**src/hw/rtl/idi_pkg.sv**
```systemverilog
// ----------------------------------------------------------------------------
// idi_pkg: shared types and constants of the inverse distance interpolator
// Holds word codes, register indexes, fixed widths, the sequencer states, the
// fractional power table and the request/response structs of the divider.
// ----------------------------------------------------------------------------
package idi_pkg;

  // word kinds on the request channel
  localparam logic [1:0] KIND_LOAD  = 2'd0;
  localparam logic [1:0] KIND_QUERY = 2'd1;
  localparam logic [1:0] KIND_CLEAR = 2'd2;

  // configuration register indexes
  localparam int unsigned REG_IDX_W  = 2;
  localparam int unsigned REG_DATA_W = 32;
  localparam logic [REG_IDX_W-1:0] REG_MIN_X      = 2'd0;
  localparam logic [REG_IDX_W-1:0] REG_MAX_X      = 2'd1;
  localparam logic [REG_IDX_W-1:0] REG_WEIGHT_DIV = 2'd2;
  localparam logic [REG_IDX_W-1:0] REG_ANCHOR_EXP = 2'd3;

  // configuration reset values
  localparam logic signed [31:0] MIN_X_RESET      = 32'sd0;
  localparam logic signed [31:0] MAX_X_RESET      = 32'sd1445068800;
  localparam logic [30:0]        WEIGHT_DIV_RESET = 31'd65536;
  localparam logic [15:0]        ANCHOR_EXP_RESET = 16'd8192;

  // datapath widths
  localparam int unsigned YT_W   = 40;   // running sum of stored y
  localparam int unsigned PV_W   = 26;   // log-domain term, Q.16 signed
  localparam int unsigned MAN_W  = 31;   // Q1.30 mantissa / Q.30 power
  localparam int unsigned R_W    = 21;   // scaled weight, Q.20, at most 1.0
  localparam int unsigned RA_W   = 22;   // sum of the two anchor weights
  localparam int unsigned MUL_W  = 33;   // signed multiplier operand
  localparam int unsigned PROD_W = 66;   // multiplier product
  localparam int unsigned DIV_W  = 64;   // divider operand width
  localparam int unsigned ACC_W  = 64;   // numerator and denominator sums

  // log2(0.0001) in Q.16: terms at or below this count as a hit
  localparam logic signed [PV_W-1:0] HIT_LIMIT = -26'sd870824;
  // integer shift at which a scaled weight is zero
  localparam int unsigned WEIGHT_SHIFT_LIMIT = 44;

  // sequencer states
  typedef enum logic [4:0] {
    ST_IDLE,
    ST_L_FETCH,
    ST_L_DIFF,
    ST_L_NORM,
    ST_L_SQ,
    ST_L_MUL_E,
    ST_L_TERM,
    ST_W_FETCH,
    ST_W_INIT,
    ST_W_POW,
    ST_W_ACC,
    ST_W_NEXT,
    ST_A_MUL,
    ST_D1_START,
    ST_D1_WAIT,
    ST_D2_START,
    ST_D2_WAIT,
    ST_FINISH
  } state_t;

  // which term of a query is under work
  typedef enum logic [1:0] {
    TERM_LO,
    TERM_PT,
    TERM_HI
  } term_t;

  // divider handshake
  typedef struct packed {
    logic             start;
    logic [DIV_W-1:0] dividend;
    logic [DIV_W-1:0] divisor;
  } div_req_t;

  typedef struct packed {
    logic             busy;
    logic             done;
    logic [DIV_W-1:0] quotient;
  } div_rsp_t;

  // Q.30 table of 2^(-2^-(j+1)), built by repeated integer square roots
  typedef logic [15:0][MAN_W-1:0] pow_tab_t;

  function automatic logic [63:0] isqrt64(logic [63:0] v);
    logic [63:0] res;
    logic [63:0] bitv;
    logic [63:0] rem;
    res  = '0;
    bitv = 64'd1 << 62;
    rem  = v;
    for (int i = 0; i < 32; i++) begin
      if (rem >= res + bitv) begin
        rem = rem - (res + bitv);
        res = (res >> 1) + bitv;
      end else begin
        res = res >> 1;
      end
      bitv = bitv >> 2;
    end
    return res;
  endfunction

  function automatic pow_tab_t build_pow_tab();
    pow_tab_t    tab;
    logic [63:0] v;
    v = 64'd1 << 29;
    for (int j = 0; j < 16; j++) begin
      v      = isqrt64(v << 30);
      tab[j] = v[MAN_W-1:0];
    end
    return tab;
  endfunction

  localparam pow_tab_t POW_TAB = build_pow_tab();

endpackage

```
**src/hw/rtl/idi_mul.sv**
```systemverilog
// ----------------------------------------------------------------------------
// idi_mul: shared signed multiplier
// One 33 x 33 signed product per cycle, registered at the output.
// ----------------------------------------------------------------------------
module idi_mul (
  input  logic                                clk,
  input  logic signed [idi_pkg::MUL_W-1:0]    a,
  input  logic signed [idi_pkg::MUL_W-1:0]    b,
  output logic signed [idi_pkg::PROD_W-1:0]   p
);
  import idi_pkg::*;

  // register the product
  always_ff @(posedge clk) begin
    p <= PROD_W'(a) * PROD_W'(b);
  end

endmodule

```
**config.mk**
```make
export PLATFORM = sky130hd
export DESIGN_NAME = idi_mul
export DESIGN_NICKNAME = d
export VERILOG_FILES = /design/src/hw/rtl/idi_pkg.sv /design/src/hw/rtl/idi_mul.sv
export SDC_FILE = /design/constraint.sdc
export NUM_CORES = 2
export LEC_CHECK = 0
export BUFFER_PORTS_ARGS = -buffer_cell sky130_fd_sc_hd__buf_2
export CORE_ASPECT_RATIO = 0.8
export CORE_MARGIN = 2
export CORE_UTILIZATION = 40
export DETAILED_ROUTE_END_ITERATION = 6
export GPL_ROUTABILITY_DRIVEN = 0
export PLACE_DENSITY = 0.64
export SLEW_MARGIN = 20
export SYNTH_ARGS = -nofsm -noshare
export SYNTH_HDL_FRONTEND = slang
export SYNTH_SLANG_ARGS = --single-unit
```
**constraint.sdc**
```tcl
create_clock -name clk -period 18 [get_ports clk]
set_clock_uncertainty 0.1 [all_clocks]
set_input_delay 0.9 -clock clk [delete_from_list [all_inputs] [get_ports clk]]
set_output_delay 0.9 -clock clk [all_outputs]
set_load 0.02 [all_outputs]
```
==> impl_metrics.tcl <==
set metrics [dict create \
    tritoncts "yes" \
    synthToLayoutAreaGrowth_pct 4.653 \
    post_cts_resized 0 \
    synth_cells 4338 \
    pre_cts_ws_ns 8.916 \
    drtPass1Iterations 5 \
    synth-simple-area-share_pct 15.78 \
    grt_pass1_vias 30480 \
    yosysWarnings 0 \
    num_vias 28050 \
    syn_nets 5767 \
    synth-xor-area-share_pct 1.462 \
    placeableCoreArea_mm2 0.1007 \
    grt_pass1_wl_um 181200 \
    wire_per_inst_um 19.77 \
    synthesis.area_mm2 0.04073 \
    regMostFlops "p" \
    post_cts_buffers 0 \
    core.rowCount 104 \
    fin_setup_tns_ns 0 \
    layout-drive-gt1-share_pct 4.650 \
    drv_slew 0 \
    synth_top_area_share_pct 56.27 \
    path_clk_slew_ns 0.06 \
    die-area_mm2 0.1044 \
    ios 133 \
    drtAntennaViolNets 0 \
    whs_ns 1.006 \
    synth-main-ff-cell "dfxtp_1" \
    ys_async_sr_fraction_pct 0 \
    clock_sinks 66 \
    period_needed_ns 8.596 \
    largest_reg_flops 66 \
    drtIter0Drc 2060 \
    die_height_um 289.4 \
    drt_wl_total_um 110900 \
    synth_common_cells "fa_1, inv_1, and2_1, nand2_1, ha_1" \
    required_ns 18.19 \
    remaining_drc_errors 0 \
    synth-seq-cells 66 \
    synth_compound_area_share_pct 4.067 \
    synth_edf_count 0 \
    synth_cell_types 80 \
    cts_buffers 9 \
    htree_levels 3 \
    arrival_ns 8.79 \
    syn_area_per_cell_um2 9.390 \
    grt_usage_pct 22.56 \
    yosys.area.top_type "fa_1" \
    min_from "b[0]" \
    crit_type "in2reg" \
    finalHoldViolations 0 \
    path_delay_family "adder cells" \
    muxShareOfSynthArea_pct 0 \
    status "complete, no violations" \
    post_drt_via_cell_ratio 4.999 \
    setup_violations 0 \
    maxCapViolCount 0 \
    top_regs "p (66)" \
    yosysMostFrequentCell "fa_1" \
    slowest_delay_ns 0.87 \
    worst_slack_ns 9.404 \
    path_cells "buf_2 -> nand2_1 -> inv_1 -> fa_1 -> fa_1 -> fa_1 -> inv_1 -> fa_1 -> fa_1 -> fa_1 -> fa_1 -> fa_1 -> inv_1 -> ha_1 -> and4_1 -> nand3_1 -> nand2b_1 -> a2111oi_4 -> a211oi_4 -> a21o_2 -> a21o_1 -> a211oi_2" \
    yosysSeqAreaShare_pct 3.244 \
    hold_class "in2reg" \
    netlist_top_cells_area "fa_1, inv_1, and2_1" \
    hold_path_end "p[0]$_DFF_P_" \
    slew_headroom_pct 37.87 \
    cts_root_buffer "clkbuf_16" \
    tightest_slew_ns 0.9320 \
    worstSetupPathDepth 22 \
    synth_top_family_by_area "adder cells" \
    worstSetupEndpointType "register" \
    grt_setup_unrepaired "false" \
    cts_buffer_depth 2 \
    cts_hold_buf 0 \
    nets 5704 \
    hpwl_um 89920 \
    cpMostUsedCell "fa_1" \
    synth_adder_area_share_pct 62.94 \
    hold_depth 2 \
    crit_slowest_cell "fa_1" \
    crit_path_start_kind "input pin" \
    io_buffers 132 \
    die_w_um 360.8 \
    antenna_found_initial 12 \
    grt.overflow.total 0 \
    grt_start_max_net_pins 34 \
    worstPathMaxFanout 33 \
    fin_crit_sh_pct 47.76 \
    start_util_pct 40.44 \
    max_freq_mhz 116.3 \
    critPathBufInv 4 \
]
-- logic make-up after synthesis --
family | after synthesis
adder cells (fa/ha/maj) | 1362
buffers and inverters | 1352
AND/OR/NAND/NOR | 1271
AO/OA/AOI/OAI | 219
XOR/XNOR | 68
flip-flops | 66
-- stage by stage --
stage                     std cells  util (%)  instance area, um2
after floorplan                4338         -               40730
after global placement         5589     42.01               42310
after detailed placement       5589     42.01               42310
after CTS                      5605     42.31               42610
after global routing           5608     42.32               42620
final                          5611     42.33               42630
-- layer usage --
layer	wire [um]	track usage, %
met3	12720	7.199
met2	44150	30.86
met4	1005	3.054
met1	52960	35.19
met5	65	0
-- final cells by class --
type / count / area [um2]
flip-flops and latches: 66 / 1321
clock buffers: 12 / 246.5
inverters: 1131 / 4245
clock inverters: 4 / 51.30
fillers: 9865 / 58090
multi-input cells: 2920 / 34320
repair buffers: 147 / 773.2
diodes: 6 / 15.01
well taps: 1325 / 1658
-- placed cells by master (no fill, tap or decap), drive strengths merged, types with 3 or more instances in the layout --
cell type | netlist | routed
xor2 | 25 | 25
and4 | 5 | 5
nor2 | 68 | 68
a21boi | 3 | 3
a211o | 6 | 6
buf | 13 | 147
o21ai | 33 | 33
fa | 1145 | 1145
dfxtp | 66 | 66
a21oi | 61 | 61
inv | 1131 | 1131
o31ai | 7 | 7
and2 | 563 | 563
ha | 217 | 217
a31oi | 9 | 9
and3 | 6 | 6
nand4 | 12 | 12
clkbuf | 208 | 12
o211ai | 5 | 5
a211oi | 11 | 11
a221oi | 3 | 3
nor3 | 7 | 7
xnor2 | 43 | 43
o21bai | 11 | 11
nor4 | 3 | 3
nand2b | 12 | 12
nand3 | 26 | 26
nor2b | 5 | 5
or2 | 3 | 3
nand2 | 551 | 551
a21o | 38 | 38
or3 | 3 | 3
o21a | 6 | 6
diode | 0 | 6
-- how the worst max path moves through the flow --
stage	start	end	slack, ns
after detailed placement	b[6]	p[62]$_DFF_P_	8.92
after floorplan	a[32]	p[62]$_DFF_P_	9.76
after global routing	a[32]	p[58]$_DFF_P_	8.89
after global placement	a[32]	p[64]$_DFF_P_	8.90
after CTS	b[6]	p[62]$_DFF_P_	9.24
final	a[32]	p[62]$_DFF_P_	9.40
Power is left out: the tool's default activity adds up to more than one toggle a clock period on the data nets, which glitch-free logic cannot reach.
