## config.mk

```make
export PLATFORM = sky130hd
export DESIGN_NAME = idi_div
export DESIGN_NICKNAME = d
export VERILOG_FILES = /design/src/hw/rtl/idi_pkg.sv /design/src/hw/rtl/idi_div.sv
export SDC_FILE = /design/constraint.sdc
export NUM_CORES = 1
export LEC_CHECK = 0
export BUFFER_PORTS_ARGS = -buffer_cell sky130_fd_sc_hd__clkbuf_2
export CORE_MARGIN = 4
export CORE_UTILIZATION = 60
export DETAILED_ROUTE_END_ITERATION = 7
export PLACE_DENSITY = 0.93
export SYNTH_ARGS = -nofsm -noshare
export SYNTH_HDL_FRONTEND = slang
export SYNTH_SLANG_ARGS = --single-unit
export TNS_END_PERCENT = 100
```

## constraint.sdc

```tcl
create_clock -name clk -period 5.7 [get_ports clk]
set_input_delay 0.285 -clock clk [delete_from_list [all_inputs] [get_ports clk]]
set_output_delay 0.285 -clock clk [all_outputs]
set_load 0.02 [all_outputs]
```

## src/hw/rtl/idi_pkg.sv

```systemverilog
// ----------------------------------------------------------------------------
// idi_pkg: shared types and constants of the inverse distance interpolator
// Holds word codes, register indexes, fixed widths, the sequencer states, the
// fractional power table and the request/response structs of the divider.
// ----------------------------------------------------------------------------
package idi_pkg;

  // word kinds on the request channel
  localparam logic [1:0] KIND_LOAD  = 2'd0;
  localparam logic [1:0] KIND_QUERY = 2'd1;
  localparam logic [1:0] KIND_CLEAR = 2'd2;

  // configuration register indexes
  localparam int unsigned REG_IDX_W  = 2;
  localparam int unsigned REG_DATA_W = 32;
  localparam logic [REG_IDX_W-1:0] REG_MIN_X      = 2'd0;
  localparam logic [REG_IDX_W-1:0] REG_MAX_X      = 2'd1;
  localparam logic [REG_IDX_W-1:0] REG_WEIGHT_DIV = 2'd2;
  localparam logic [REG_IDX_W-1:0] REG_ANCHOR_EXP = 2'd3;

  // configuration reset values
  localparam logic signed [31:0] MIN_X_RESET      = 32'sd0;
  localparam logic signed [31:0] MAX_X_RESET      = 32'sd1445068800;
  localparam logic [30:0]        WEIGHT_DIV_RESET = 31'd65536;
  localparam logic [15:0]        ANCHOR_EXP_RESET = 16'd8192;

  // datapath widths
  localparam int unsigned YT_W   = 40;   // running sum of stored y
  localparam int unsigned PV_W   = 26;   // log-domain term, Q.16 signed
  localparam int unsigned MAN_W  = 31;   // Q1.30 mantissa / Q.30 power
  localparam int unsigned R_W    = 21;   // scaled weight, Q.20, at most 1.0
  localparam int unsigned RA_W   = 22;   // sum of the two anchor weights
  localparam int unsigned MUL_W  = 33;   // signed multiplier operand
  localparam int unsigned PROD_W = 66;   // multiplier product
  localparam int unsigned DIV_W  = 64;   // divider operand width
  localparam int unsigned ACC_W  = 64;   // numerator and denominator sums

  // log2(0.0001) in Q.16: terms at or below this count as a hit
  localparam logic signed [PV_W-1:0] HIT_LIMIT = -26'sd870824;
  // integer shift at which a scaled weight is zero
  localparam int unsigned WEIGHT_SHIFT_LIMIT = 44;

  // sequencer states
  typedef enum logic [4:0] {
    ST_IDLE,
    ST_L_FETCH,
    ST_L_DIFF,
    ST_L_NORM,
    ST_L_SQ,
    ST_L_MUL_E,
    ST_L_TERM,
    ST_W_FETCH,
    ST_W_INIT,
    ST_W_POW,
    ST_W_ACC,
    ST_W_NEXT,
    ST_A_MUL,
    ST_D1_START,
    ST_D1_WAIT,
    ST_D2_START,
    ST_D2_WAIT,
    ST_FINISH
  } state_t;

  // which term of a query is under work
  typedef enum logic [1:0] {
    TERM_LO,
    TERM_PT,
    TERM_HI
  } term_t;

  // divider handshake
  typedef struct packed {
    logic             start;
    logic [DIV_W-1:0] dividend;
    logic [DIV_W-1:0] divisor;
  } div_req_t;

  typedef struct packed {
    logic             busy;
    logic             done;
    logic [DIV_W-1:0] quotient;
  } div_rsp_t;

  // Q.30 table of 2^(-2^-(j+1)), built by repeated integer square roots
  typedef logic [15:0][MAN_W-1:0] pow_tab_t;

  function automatic logic [63:0] isqrt64(logic [63:0] v);
    logic [63:0] res;
    logic [63:0] bitv;
    logic [63:0] rem;
    res  = '0;
    bitv = 64'd1 << 62;
    rem  = v;
    for (int i = 0; i < 32; i++) begin
      if (rem >= res + bitv) begin
        rem = rem - (res + bitv);
        res = (res >> 1) + bitv;
      end else begin
        res = res >> 1;
      end
      bitv = bitv >> 2;
    end
    return res;
  endfunction

  function automatic pow_tab_t build_pow_tab();
    pow_tab_t    tab;
    logic [63:0] v;
    v = 64'd1 << 29;
    for (int j = 0; j < 16; j++) begin
      v      = isqrt64(v << 30);
      tab[j] = v[MAN_W-1:0];
    end
    return tab;
  endfunction

  localparam pow_tab_t POW_TAB = build_pow_tab();

endpackage

```

## src/hw/rtl/idi_div.sv

```systemverilog
// ----------------------------------------------------------------------------
// idi_div: iterative unsigned divider
// Restoring division, one quotient bit per cycle.
// ----------------------------------------------------------------------------
module idi_div (
  input  logic               clk,
  input  logic               rst,
  input  idi_pkg::div_req_t  req,
  output idi_pkg::div_rsp_t  rsp
);
  import idi_pkg::*;

  localparam int unsigned CNT_W = $clog2(DIV_W + 1);

  logic [DIV_W-1:0] quo;
  logic [DIV_W-1:0] dsr;
  logic [DIV_W:0]   rem;
  logic [CNT_W-1:0] cnt;
  logic             busy;
  logic             done;
  logic [DIV_W:0]   shifted;
  logic [DIV_W:0]   trial;

  // shift in the next dividend bit and try the subtraction
  assign shifted = {rem[DIV_W-1:0], quo[DIV_W-1]};
  assign trial   = shifted - {1'b0, dsr};

  // control
  always_ff @(posedge clk) begin
    if (rst) begin
      busy <= 1'b0;
      done <= 1'b0;
      cnt  <= '0;
    end else begin
      done <= 1'b0;
      if (req.start) begin
        busy <= 1'b1;
        cnt  <= CNT_W'(DIV_W);
      end else if (busy) begin
        cnt <= cnt - 1'b1;
        if (cnt == CNT_W'(1)) begin
          busy <= 1'b0;
          done <= 1'b1;
        end
      end
    end
  end

  // quotient and remainder
  always_ff @(posedge clk) begin
    if (req.start) begin
      quo <= req.dividend;
      dsr <= req.divisor;
      rem <= '0;
    end else if (busy) begin
      if (!trial[DIV_W]) begin
        rem <= trial;
        quo <= {quo[DIV_W-2:0], 1'b1};
      end else begin
        rem <= shifted;
        quo <= {quo[DIV_W-2:0], 1'b0};
      end
    end
  end

  assign rsp.busy     = busy;
  assign rsp.done     = done;
  assign rsp.quotient = quo;

endmodule

```

==> impl_metrics.tcl, run 1 <==
set metrics [dict create \
    outcome "finished clean" \
    grt_pass1_wl_mm 50.2 \
    core_um2 19700 \
    syn_inst 1229 \
    rrSetupSlack_ns 1.41 \
    post-place-ws_ns 1.48 \
    synth_warnings 0 \
    max_stage_delay_ns 0.55 \
    grt_pass1_vias 10300 \
    slew_viol_final 0 \
    power_frac_comb 0.232 \
    drt_iter0_drc 963 \
    die_w_um 150 \
    endpoint_kind "register" \
    rsz0062_at_grt "false" \
    fmax_mhz 233 \
    root_buffer "clkbuf_16" \
    p_per_area_nw_per_um2 285 \
    cts_tree "done" \
    whs_ns 0.0566 \
    power_uw 4150 \
    timing.final.crit_share 0.752 \
    crit_buf_inv 2 \
    wl_mm 31.3 \
    diodes 0 \
    slowest_stage "xor2_4" \
    min_from "req[127]" \
    whs_path_depth 2 \
    cts_max_level 1 \
    crit_chain "inv_1 > ha_1 > fa_1 > nand2b_1 > a21oi_1 > o211ai_1 > a211oi_1 > a211oi_2 > a211oi_1 > o21ai_2 > xor2_4 > buf_4 > mux2_2 > o21ai_0" \
    rows 51 \
    pwr-share-clk 0.343 \
    setup_slack_ns 1.41 \
    detail_route.wl_per_cell_um 18.1 \
    vias 10400 \
    power_frac_seq 0.425 \
    synth-seq-cells 201 \
    clkTransAtPathRegs_ns 0.06 \
    die_area_um2 22600 \
    ys_types 66 \
    syn-cell-area_um2 12100 \
    drtAntennaViolNets 0 \
    rr_worst_depth 14 \
    r2r-end "rem[1]" \
    viasPerCell 6.03 \
    final_nets 1646 \
    switchingPower_uw 1280 \
    crit_type "register to register" \
    hold_path.class "primary input to register" \
    clockBufferDepth 3 \
    syn_nets 1427 \
    synthFlopType "edfxtp_1" \
    grt_antenna_before_repair 0 \
    grt_overflow 0 \
    period_minus_slack_ns 4.29 \
    die_height_um 150 \
    internal_power_uw 2870 \
    synth_seq_area_share 0.437 \
    r2r_start "quo[63]" \
    drc 0 \
    clk_latency_ns 0.53 \
    p_leak_uw 0.00656 \
    area_growth_pct 20.0 \
    timing.slew.headroom 0.242 \
    io_pins 197 \
    synth_edf_count 128 \
    cpLargestDelayFamily "compound AO/OA/AOI/OAI gates" \
    crit_path_max_fanout 21 \
    place_congestion 0.913 \
    worstHoldEndpoint "quo[63]" \
    syn_avg_cell_area_um2 9.88 \
    cts_made_buffers 24 \
    postCtsSetupRepairBufs 0 \
    clock_skew_ns 0.0140 \
    cts_resized 0 \
    start_util 0.618 \
    startpoint_type "register" \
    worstMarginPinSlew_ns 1.14 \
    ir_drop_v 0.000236 \
    dp_hpwl_mm 21.2 \
    crit_arrival_ns 4.73 \
    cpMostUsedCell "a211oi_1" \
    cp_data_required_time_ns 6.14 \
    drt-pass1-iter-count 8 \
    placed_cell_area_um2 13200 \
    grt_max_degree 112 \
    hold_buffers 65 \
    setup_tns_ns 0 \
    hold_violations 0 \
    grtUsageTotal 0.271 \
    switching_share 0.309 \
    drive_gt1_frac 0.215 \
    cts.sinks 201 \
    numPortBuffers 196 \
    finalSetupViolCount 0 \
    synthArstFlopShare 0 \
    drv_cap 0 \
    fin_area_um2 14600 \
]
-- worst max-delay path by stage --
stage | startpoint | end | slack [ns] | cells past startpoint
global route | quo[63] | rem[1] | 1.08 | 14
detailed placement | quo[63] | rem[1] | 1.48 | 14
CTS | quo[63] | rem[1] | 1.39 | 14
floorplan | quo[63] | quo[0] | 2.15 | 13
finish | quo[63] | rem[1] | 1.41 | 14
global placement | quo[63] | rem[1] | 1.58 | 14
-- kinds of logic (layout without fill, tap and decap cells) --
group / after synthesis / in the layout / synth area share
and+or+nand+nor: 310 / 310 / 0.118
muxes: 116 / 116 / 0.102
DFF: 201 / 201 / 0.437
buffers and inverters: 161 / 398 / 0.0548
AOI/OAI and AO/OA: 310 / 310 / 0.170
xor gates and xnor gates: 64 / 64 / 0.0477
adders and majority gates: 67 / 67 / 0.0697
-- flip-flops by register name (all words and copies together) (netlist names) --
register	count
busy	1
cnt	7
done	1
dsr	64
quo	64
rem	64
-- through the flow --
step | utilization | cells
2_1_floorplan | - | 1229
3_3_place_gp | 0.671 | 1622
3_5_place_dp | 0.671 | 1622
4_1_cts | 0.741 | 1731
5_1_grt | 0.741 | 1731
6_report | 0.741 | 1731
-- cells in the final DEF (no fill, tap or decap), types with 29 or more instances in the layout --
master | netlist | routed
clkbuf_2 | 1 | 195
edfxtp_1 | 128 | 128
nor2_1 | 125 | 125
inv_1 | 85 | 84
a21oi_1 | 74 | 74
dfxtp_1 | 73 | 72
nand2_1 | 71 | 71
ha_1 | 66 | 66
mux2_2 | 65 | 65
dlygate4sd3_1 | 0 | 65
a211oi_1 | 64 | 64
mux2i_1 | 51 | 51
o21ai_0 | 50 | 50
xnor2_1 | 41 | 41
a21o_1 | 32 | 32
nand4_1 | 29 | 29
-- layout make-up --
class / count / area [um^2]
Timing Repair Buffer: 269 / 1710
Clock inverter: 13 / 100
Tap cell: 265 / 332
Inverter: 85 / 319
Fill cell: 1375 / 5090
Multi-Input combinational cell: 867 / 6170
Clock buffer: 31 / 627
Sequential cell: 201 / 5310
-- power groups by stage --
stage | combinational, uW | clock [uW] | sequential, uW
after floorplan | 605 | 0 | 1830
after global placement | 872 | 0 | 1780
after detailed placement | 902 | 0 | 1790
after CTS | 946 | 1430 | 1760
after global routing | 1050 | 1510 | 1770
final | 963 | 1420 | 1760
-- Yosys cell counts, drive strengths merged, types with 10 or more instances --
cell type	n	area, um^2
edfxtp	128	3840
nor2	125	469
inv	85	319
a21oi	74	370
dfxtp	73	1460
nand2	71	267
ha	66	826
a211oi	65	493
mux2	65	732
clkbuf	62	234
o21ai	54	274
mux2i	51	510
xnor2	41	359
a21o	32	240
nand4	29	181
xor2	23	220
nand3	19	95.1
nor3	16	80.1
buf	14	113
nand2b	11	68.8
a31oi	10	62.6
o211ai	10	75.1
o21a	10	75.1
-- metal layers --
metal,GRT usage,up-vias,share of wire
met4,0.0970,0,0.036
met1,0.345,4853,0.40
li1,-,4944,-
met5,0,-,0
met2,0.457,556,0.48
met3,0.0614,85,0.085
Note: power is estimated with default switching activity, not from simulation.
==> inputs of run 2 (changes only) <==
--- a/config.mk
+++ b/config.mk
@@ -7,9 +7,9 @@
 export LEC_CHECK = 0
 export BUFFER_PORTS_ARGS = -buffer_cell sky130_fd_sc_hd__clkbuf_2
 export CORE_MARGIN = 4
-export CORE_UTILIZATION = 60
+export CORE_UTILIZATION = 58
 export DETAILED_ROUTE_END_ITERATION = 7
-export PLACE_DENSITY = 0.93
+export PLACE_DENSITY = 0.91
 export SYNTH_ARGS = -nofsm -noshare
 export SYNTH_HDL_FRONTEND = slang
 export SYNTH_SLANG_ARGS = --single-unit
==> constraint.sdc (replaced) <==
create_clock -name clk -period 4.2 [get_ports clk]
set_input_delay 0.21 -clock clk [delete_from_list [all_inputs] [get_ports clk]]
set_output_delay 0.21 -clock clk [all_outputs]
set_load 0.02 [all_outputs]
==> impl_metrics.tcl, run 2 (synthesized netlist as in run 1, its figures left out) <==
set metrics [dict create \
    clkTransAtPathRegs_ns 0.07 \
    slew_viol_final 0 \
    crit_type "register to register" \
    clockBufferDepth 3 \
    wl_mm 34.3 \
    drc 0 \
    place_congestion 0.931 \
    placed_cell_area_um2 13200 \
    reg_top3 "dsr (64), quo (64), rem (64)" \
    dp_hpwl_mm 21.6 \
    drive_gt1_frac 0.210 \
    startpoint_type "register" \
    endpoint_kind "register" \
    timing.slew.headroom 0.566 \
    pwr-share-clk 0.355 \
    die_height_um 153 \
    area_growth_pct 24.8 \
    ir_drop_v 0.000410 \
    io_pins 197 \
    cts.sinks 201 \
    hold_path.class "primary input to register" \
    mostFrequentLayoutCells "clkbuf_2 (195), edfxtp_1 (128), nor2_1 (125), dlygate4sd3_1 (113), inv_1 (84)" \
    grt_pass1_wl_mm 54.7 \
    detail_route.wl_per_cell_um 19.2 \
    clock_skew_ns 0.0305 \
    grtUsageTotal 0.281 \
    power_frac_seq 0.412 \
    grt_overflow 0 \
    clk_latency_ns 0.53 \
    worstMarginPinSlew_ns 0.642 \
    viasPerCell 6.04 \
    root_buffer "clkbuf_16" \
    cts_made_buffers 22 \
    hold_violations 0 \
    numPortBuffers 196 \
    start_util 0.594 \
    cts_tree "done" \
    switchingPower_uw 1760 \
    whs_ns 0.0149 \
    crit_path_max_fanout 41 \
    grt_antenna_before_repair 1 \
    drv_cap 0 \
    die_w_um 153 \
    cts_max_level 1 \
    period_minus_slack_ns 3.88 \
    cp_data_required_time_ns 4.56 \
    setup_tns_ns 0 \
    n_fill_cell 1333 \
    final_nets 1694 \
    vias 10800 \
    power_frac_comb 0.233 \
    drt_iter0_drc 1004 \
    drtAntennaViolNets 0 \
    die_area_um2 23300 \
    crit_arrival_ns 4.24 \
    grt_max_degree 86 \
    timing.final.crit_share 0.924 \
    outcome "finished clean" \
    rsz0062_at_grt "false" \
    power_uw 5860 \
    final_common_cell "clkbuf_2" \
    p_per_area_nw_per_um2 387 \
    hold_buffers 112 \
    fin_area_um2 15100 \
    postCtsSetupRepairBufs 0 \
    finalSetupViolCount 0 \
    switching_share 0.301 \
    grt_pass1_vias 10600 \
    core_um2 20400 \
    cts_resized 0 \
    p_leak_uw 0.00681 \
    final_util 0.741 \
    internal_power_uw 4090 \
    drt-pass1-iter-count 8 \
    rows 52 \
    fmax_mhz 258 \
]
==> run 2: changes by cell type in the layout (fill, tap and decap cells not counted), moves of 2 or more <==
cell           before  now
buf_12              1    3
bufinv_16           0    4
clkbuf_1            7    2
clkbuf_16          24   22
clkinv_4            0    3
clkinvlp_4          4    1
dlygate4sd3_1      65  113
==> run 2: per-stage QoR <==
step                worst slack [ns]  instances
floorplan                      0.650       1229
global placement               0.529       1629
detailed placement             0.375       1629
CTS                            0.339       1780
global route                  0.0394       1782
finish                         0.317       1782
==> run 2: final cells by class <==
| cell class | instances | area, um^2 | area share |
|---|---|---|---|
| antenna | 1 | 2.50 | 0.000165 |
| clock inverter | 14 | 206 | 0.0136 |
| multi-input combinational | 867 | 6170 | 0.407 |
| timing repair buffer | 319 | 2230 | 0.147 |
| inverter | 85 | 319 | 0.0211 |
| clock buffer | 25 | 572 | 0.0377 |
| sequential | 201 | 5310 | 0.350 |
| tap | 270 | 338 | 0.0223 |
==> run 2: power by group through the flow <==
stage | sequential (uW) | clock (uW) | combinational, uW
6_report | 2410 | 2080 | 1360
5_1_grt | 2430 | 2180 | 1480
4_1_cts | 2400 | 2080 | 1320
3_5_place_dp | 2430 | 0 | 1220
3_3_place_gp | 2430 | 0 | 1190
2_1_floorplan | 2480 | 0 | 821
==> run 2: critical path, cell delays in order, from the launching register on <==
cell      delay [ns]
edfxtp_1        0.34
inv_1           0.06
ha_1            0.21
fa_1            0.40
nand2b_1        0.18
a21oi_1         0.33
o211ai_1        0.19
a211oi_1        0.30
a211oi_2        0.11
a211oi_1        0.47
o21ai_2         0.17
xor2_4          0.22
buf_12          0.30
mux2i_1         0.27
a211oi_1        0.11
==> run 2: worst paths after layout <==
kind	start	end	slack, ns	depth (start not counted)
worst max register to register	quo[63]	rem[24]	0.32	14
worst min-delay path	req[74]	quo[10]	0.01	2
worst min register to register	rem[59]	rem[59]	0.50	2
worst max-delay path	quo[63]	rem[24]	0.32	14
==> run 2: per-layer routing <==
layer,vias up,share of wire,GRT usage
li1,5031,-,-
met1,4990,0.39,0.353
met2,630,0.48,0.477
met3,111,0.084,0.0562
met4,0,0.044,0.112
met5,-,0,0
==> inputs of run 3 (changes only) <==
--- a/config.mk
+++ b/config.mk
@@ -5,11 +5,13 @@
 export SDC_FILE = /design/constraint.sdc
 export NUM_CORES = 1
 export LEC_CHECK = 0
+export ABC_AREA = 1
 export BUFFER_PORTS_ARGS = -buffer_cell sky130_fd_sc_hd__clkbuf_2
 export CORE_MARGIN = 4
-export CORE_UTILIZATION = 58
+export CORE_UTILIZATION = 55
 export DETAILED_ROUTE_END_ITERATION = 7
-export PLACE_DENSITY = 0.91
+export GPL_TIMING_DRIVEN = 1
+export PLACE_DENSITY = 0.86
 export SYNTH_ARGS = -nofsm -noshare
 export SYNTH_HDL_FRONTEND = slang
 export SYNTH_SLANG_ARGS = --single-unit
==> impl_metrics.tcl, run 3 <==
set metrics [dict create \
    place_congestion 1.03 \
    final_nets 2809 \
    die_height_um 172 \
    switchingPower_uw 1400 \
    drv_cap 0 \
    timing.slew.headroom 0.305 \
    syn_avg_cell_area_um2 6.40 \
    reg_top3 "dsr (64), quo (64), rem (64)" \
    syn_inst 2305 \
    r2r-end "rem[27]" \
    cp_data_required_time_ns 4.61 \
    vias 15200 \
    crit_type "register to register" \
    r2r_start "quo[63]" \
    syn_nets 2503 \
    synth_common_cells "nand2_1 (1062), inv_1 (494), edfxtp_1 (128)" \
    io_pins 197 \
    timing.final.crit_share 0.771 \
    finalSetupViolCount 0 \
    slew_viol_final 0 \
    mostFrequentLayoutCells "nand2_1 (1062), inv_1 (492), clkbuf_2 (195), edfxtp_1 (128), dlygate4sd3_1 (123)" \
    detail_route.wl_per_cell_um 16.2 \
    period_minus_slack_ns 3.24 \
    grt_pass1_wl_mm 76.4 \
    die_area_um2 29500 \
    numPortBuffers 196 \
    final_common_cell "nand2_1" \
    wl_mm 47.9 \
    hold_path.class "primary input to register" \
    startpoint_type "register" \
    fmax_mhz 309 \
    worstMarginPinSlew_ns 1.04 \
    setup_tns_ns 0 \
    power_frac_comb 0.165 \
    drt_iter0_drc 1378 \
    endpoint_kind "register" \
    grtUsageTotal 0.326 \
    yosysTopAreaCell "nand2_1" \
    cts_max_level 1 \
    rows 59 \
    synth_most_common_cell "nand2_1" \
    viasPerCell 5.12 \
    drtAntennaViolNets 0 \
    endpoint "rem[27]" \
    hold_violations 0 \
    core_um2 26200 \
    synthFlopType "edfxtp_1" \
    synth_seq_area_share 0.360 \
    outcome "finished clean" \
    power_frac_seq 0.468 \
    slowest_stage "nand2_4" \
    synthArstFlopShare 0 \
    max_stage_delay_ns 0.46 \
    synth-seq-cells 201 \
    crit_start "quo[63]" \
    rr_worst_depth 20 \
    drt-pass1-iter-count 5 \
    switching_share 0.281 \
    start_util 0.563 \
    pwr-share-clk 0.367 \
    final_util 0.683 \
    clock_skew_ns 0.0151 \
    grt_overflow 0 \
    p_per_area_nw_per_um2 277 \
    netlist.area_leader.share 0.270 \
    rsz0062_at_grt "false" \
    cts_tree "done" \
    cts_made_buffers 22 \
    whs_path_depth 3 \
    clk_latency_ns 0.53 \
    p_leak_uw 0.0101 \
    rrSetupSlack_ns 0.96 \
    clockBufferDepth 3 \
    syn-cell-area_um2 14700 \
    synthTopCellsByArea "nand2_1 (27%), edfxtp_1 (26%), inv_1 (13%)" \
    clkTransAtPathRegs_ns 0.06 \
    synth_edf_count 128 \
    ir_drop_v 0.000294 \
    crit_chain "inv_1 > ha_1 > fa_1 > inv_1 > nand2_1 > nand2_1 > nand3_1 > nand2_2 > nand2_1 > nand2_2 > nand2_2 > nand2_2 > nand2_2 > nand2_2 > nand2_1 > nand2_4 > buf_12 > nand2_1 > nand3_1 > nand2_1" \
    crit_path_max_fanout 42 \
    n_fill_cell 2120 \
    internal_power_uw 3570 \
    postCtsSetupRepairBufs 0 \
    ys_types 35 \
    drive_gt1_frac 0.120 \
    grt_max_degree 66 \
    crit_arrival_ns 3.65 \
    root_buffer "clkbuf_16" \
    area_growth_pct 21.4 \
    synth_warnings 0 \
    die_w_um 172 \
    drc 0 \
    dp_hpwl_mm 34.3 \
    grt_pass1_vias 15000 \
    grt_antenna_before_repair 1 \
    cts.sinks 201 \
]
## run 3: cell count changes in the layout (fill, tap and decap cells not counted), sizes merged, moves of 15 or more
| cell | before | now |
|---|---|---|
| nand2 | 71 | 1095 |
| inv | 85 | 507 |
| nand3 | 19 | 128 |
| a211oi | 65 | 0 |
| mux2 | 65 | 0 |
| mux2i | 51 | 0 |
| o21ai | 54 | 14 |
| a21o | 32 | 0 |
| a21oi | 74 | 51 |
| nand4 | 29 | 9 |
| xor2 | 23 | 6 |
| xnor2 | 41 | 26 |
## run 3: timing repair
action,CTS,global route
resized for setup,0,0
endpoints found under the hold margin,125,0
hold buffers,123,0
## run 3: final cells by class
cell class	instances	area, um^2	share of cell area
diodes	2	5.00	0.000280
clock buffers	36	623	0.0348
clock inverters	4	45.0	0.00252
inverters	513	1930	0.108
multi-input cells	1547	7270	0.406
flip-flops and latches	201	5310	0.296
well taps	335	419	0.0234
repair buffers	326	2300	0.129
## run 3: cells by family (layout without fill, tap and decap cells)
group                      Yosys count  after routing  synth area share
AOI/OAI and AO/OA                   69             69            0.0247
xor gates and xnor gates            32             32            0.0190
adders and majority gates           67             67            0.0574
buffers and inverters              557            879             0.148
DFF                                201            201             0.360
other                                0              2                 0
and+or+nand+nor                   1379           1379             0.391
## run 3: critical path: cells and delay by family (launching register included)
kind,cells,cell delay (ns)
adders and majority gates,2,0.66
buffers and inverters,3,0.53
DFF,1,0.35
and+or+nand+nor,15,1.58
## run 3: worst min path at each step
| stage | startpoint | slack, ns | end |
|---|---|---|---|
| global placement | req[44] | 0.39 | dsr[44] |
| finish | req[76] | 0.04 | quo[12] |
| detailed placement | req[16] | 0.39 | dsr[16] |
| global route | req[77] | 0.03 | quo[13] |
| CTS | req[77] | 0.01 | quo[13] |
| floorplan | rst | 0.28 | busy |
## run 3: power groups by stage
stage                     clock [uW]  combinational [uW]  sequential, uW
after global placement             0                 678            2350
after detailed placement           0                 693            2350
final                           1820                 820            2320
after CTS                       1840                 785            2310
after floorplan                    0                 357            2420
after global routing            1930                 894            2330
## run 3: per-stage QoR
stage          std cells  total power, uW  hold WS [ns]  cell area, um^2  setup slack, ns
6_report            2964             4970        0.0357            17900            0.961
5_1_grt             2963             5150        0.0334            17900            0.662
4_1_cts             2962             4940        0.0117            17900            0.944
3_5_place_dp        2799             3040         0.389            16000            0.967
3_3_place_gp        2799             3030         0.387            16000             1.08
2_1_floorplan       2305             2770         0.279            14700             1.57
## run 3: layer usage
layer,global-route usage,vias to the layer above,wire [um]
met5,0,-,0
met4,0.128,0,2080
met3,0.0450,137,3520
met2,0.564,767,22600
met1,0.412,6804,19800
li1,-,7480,-
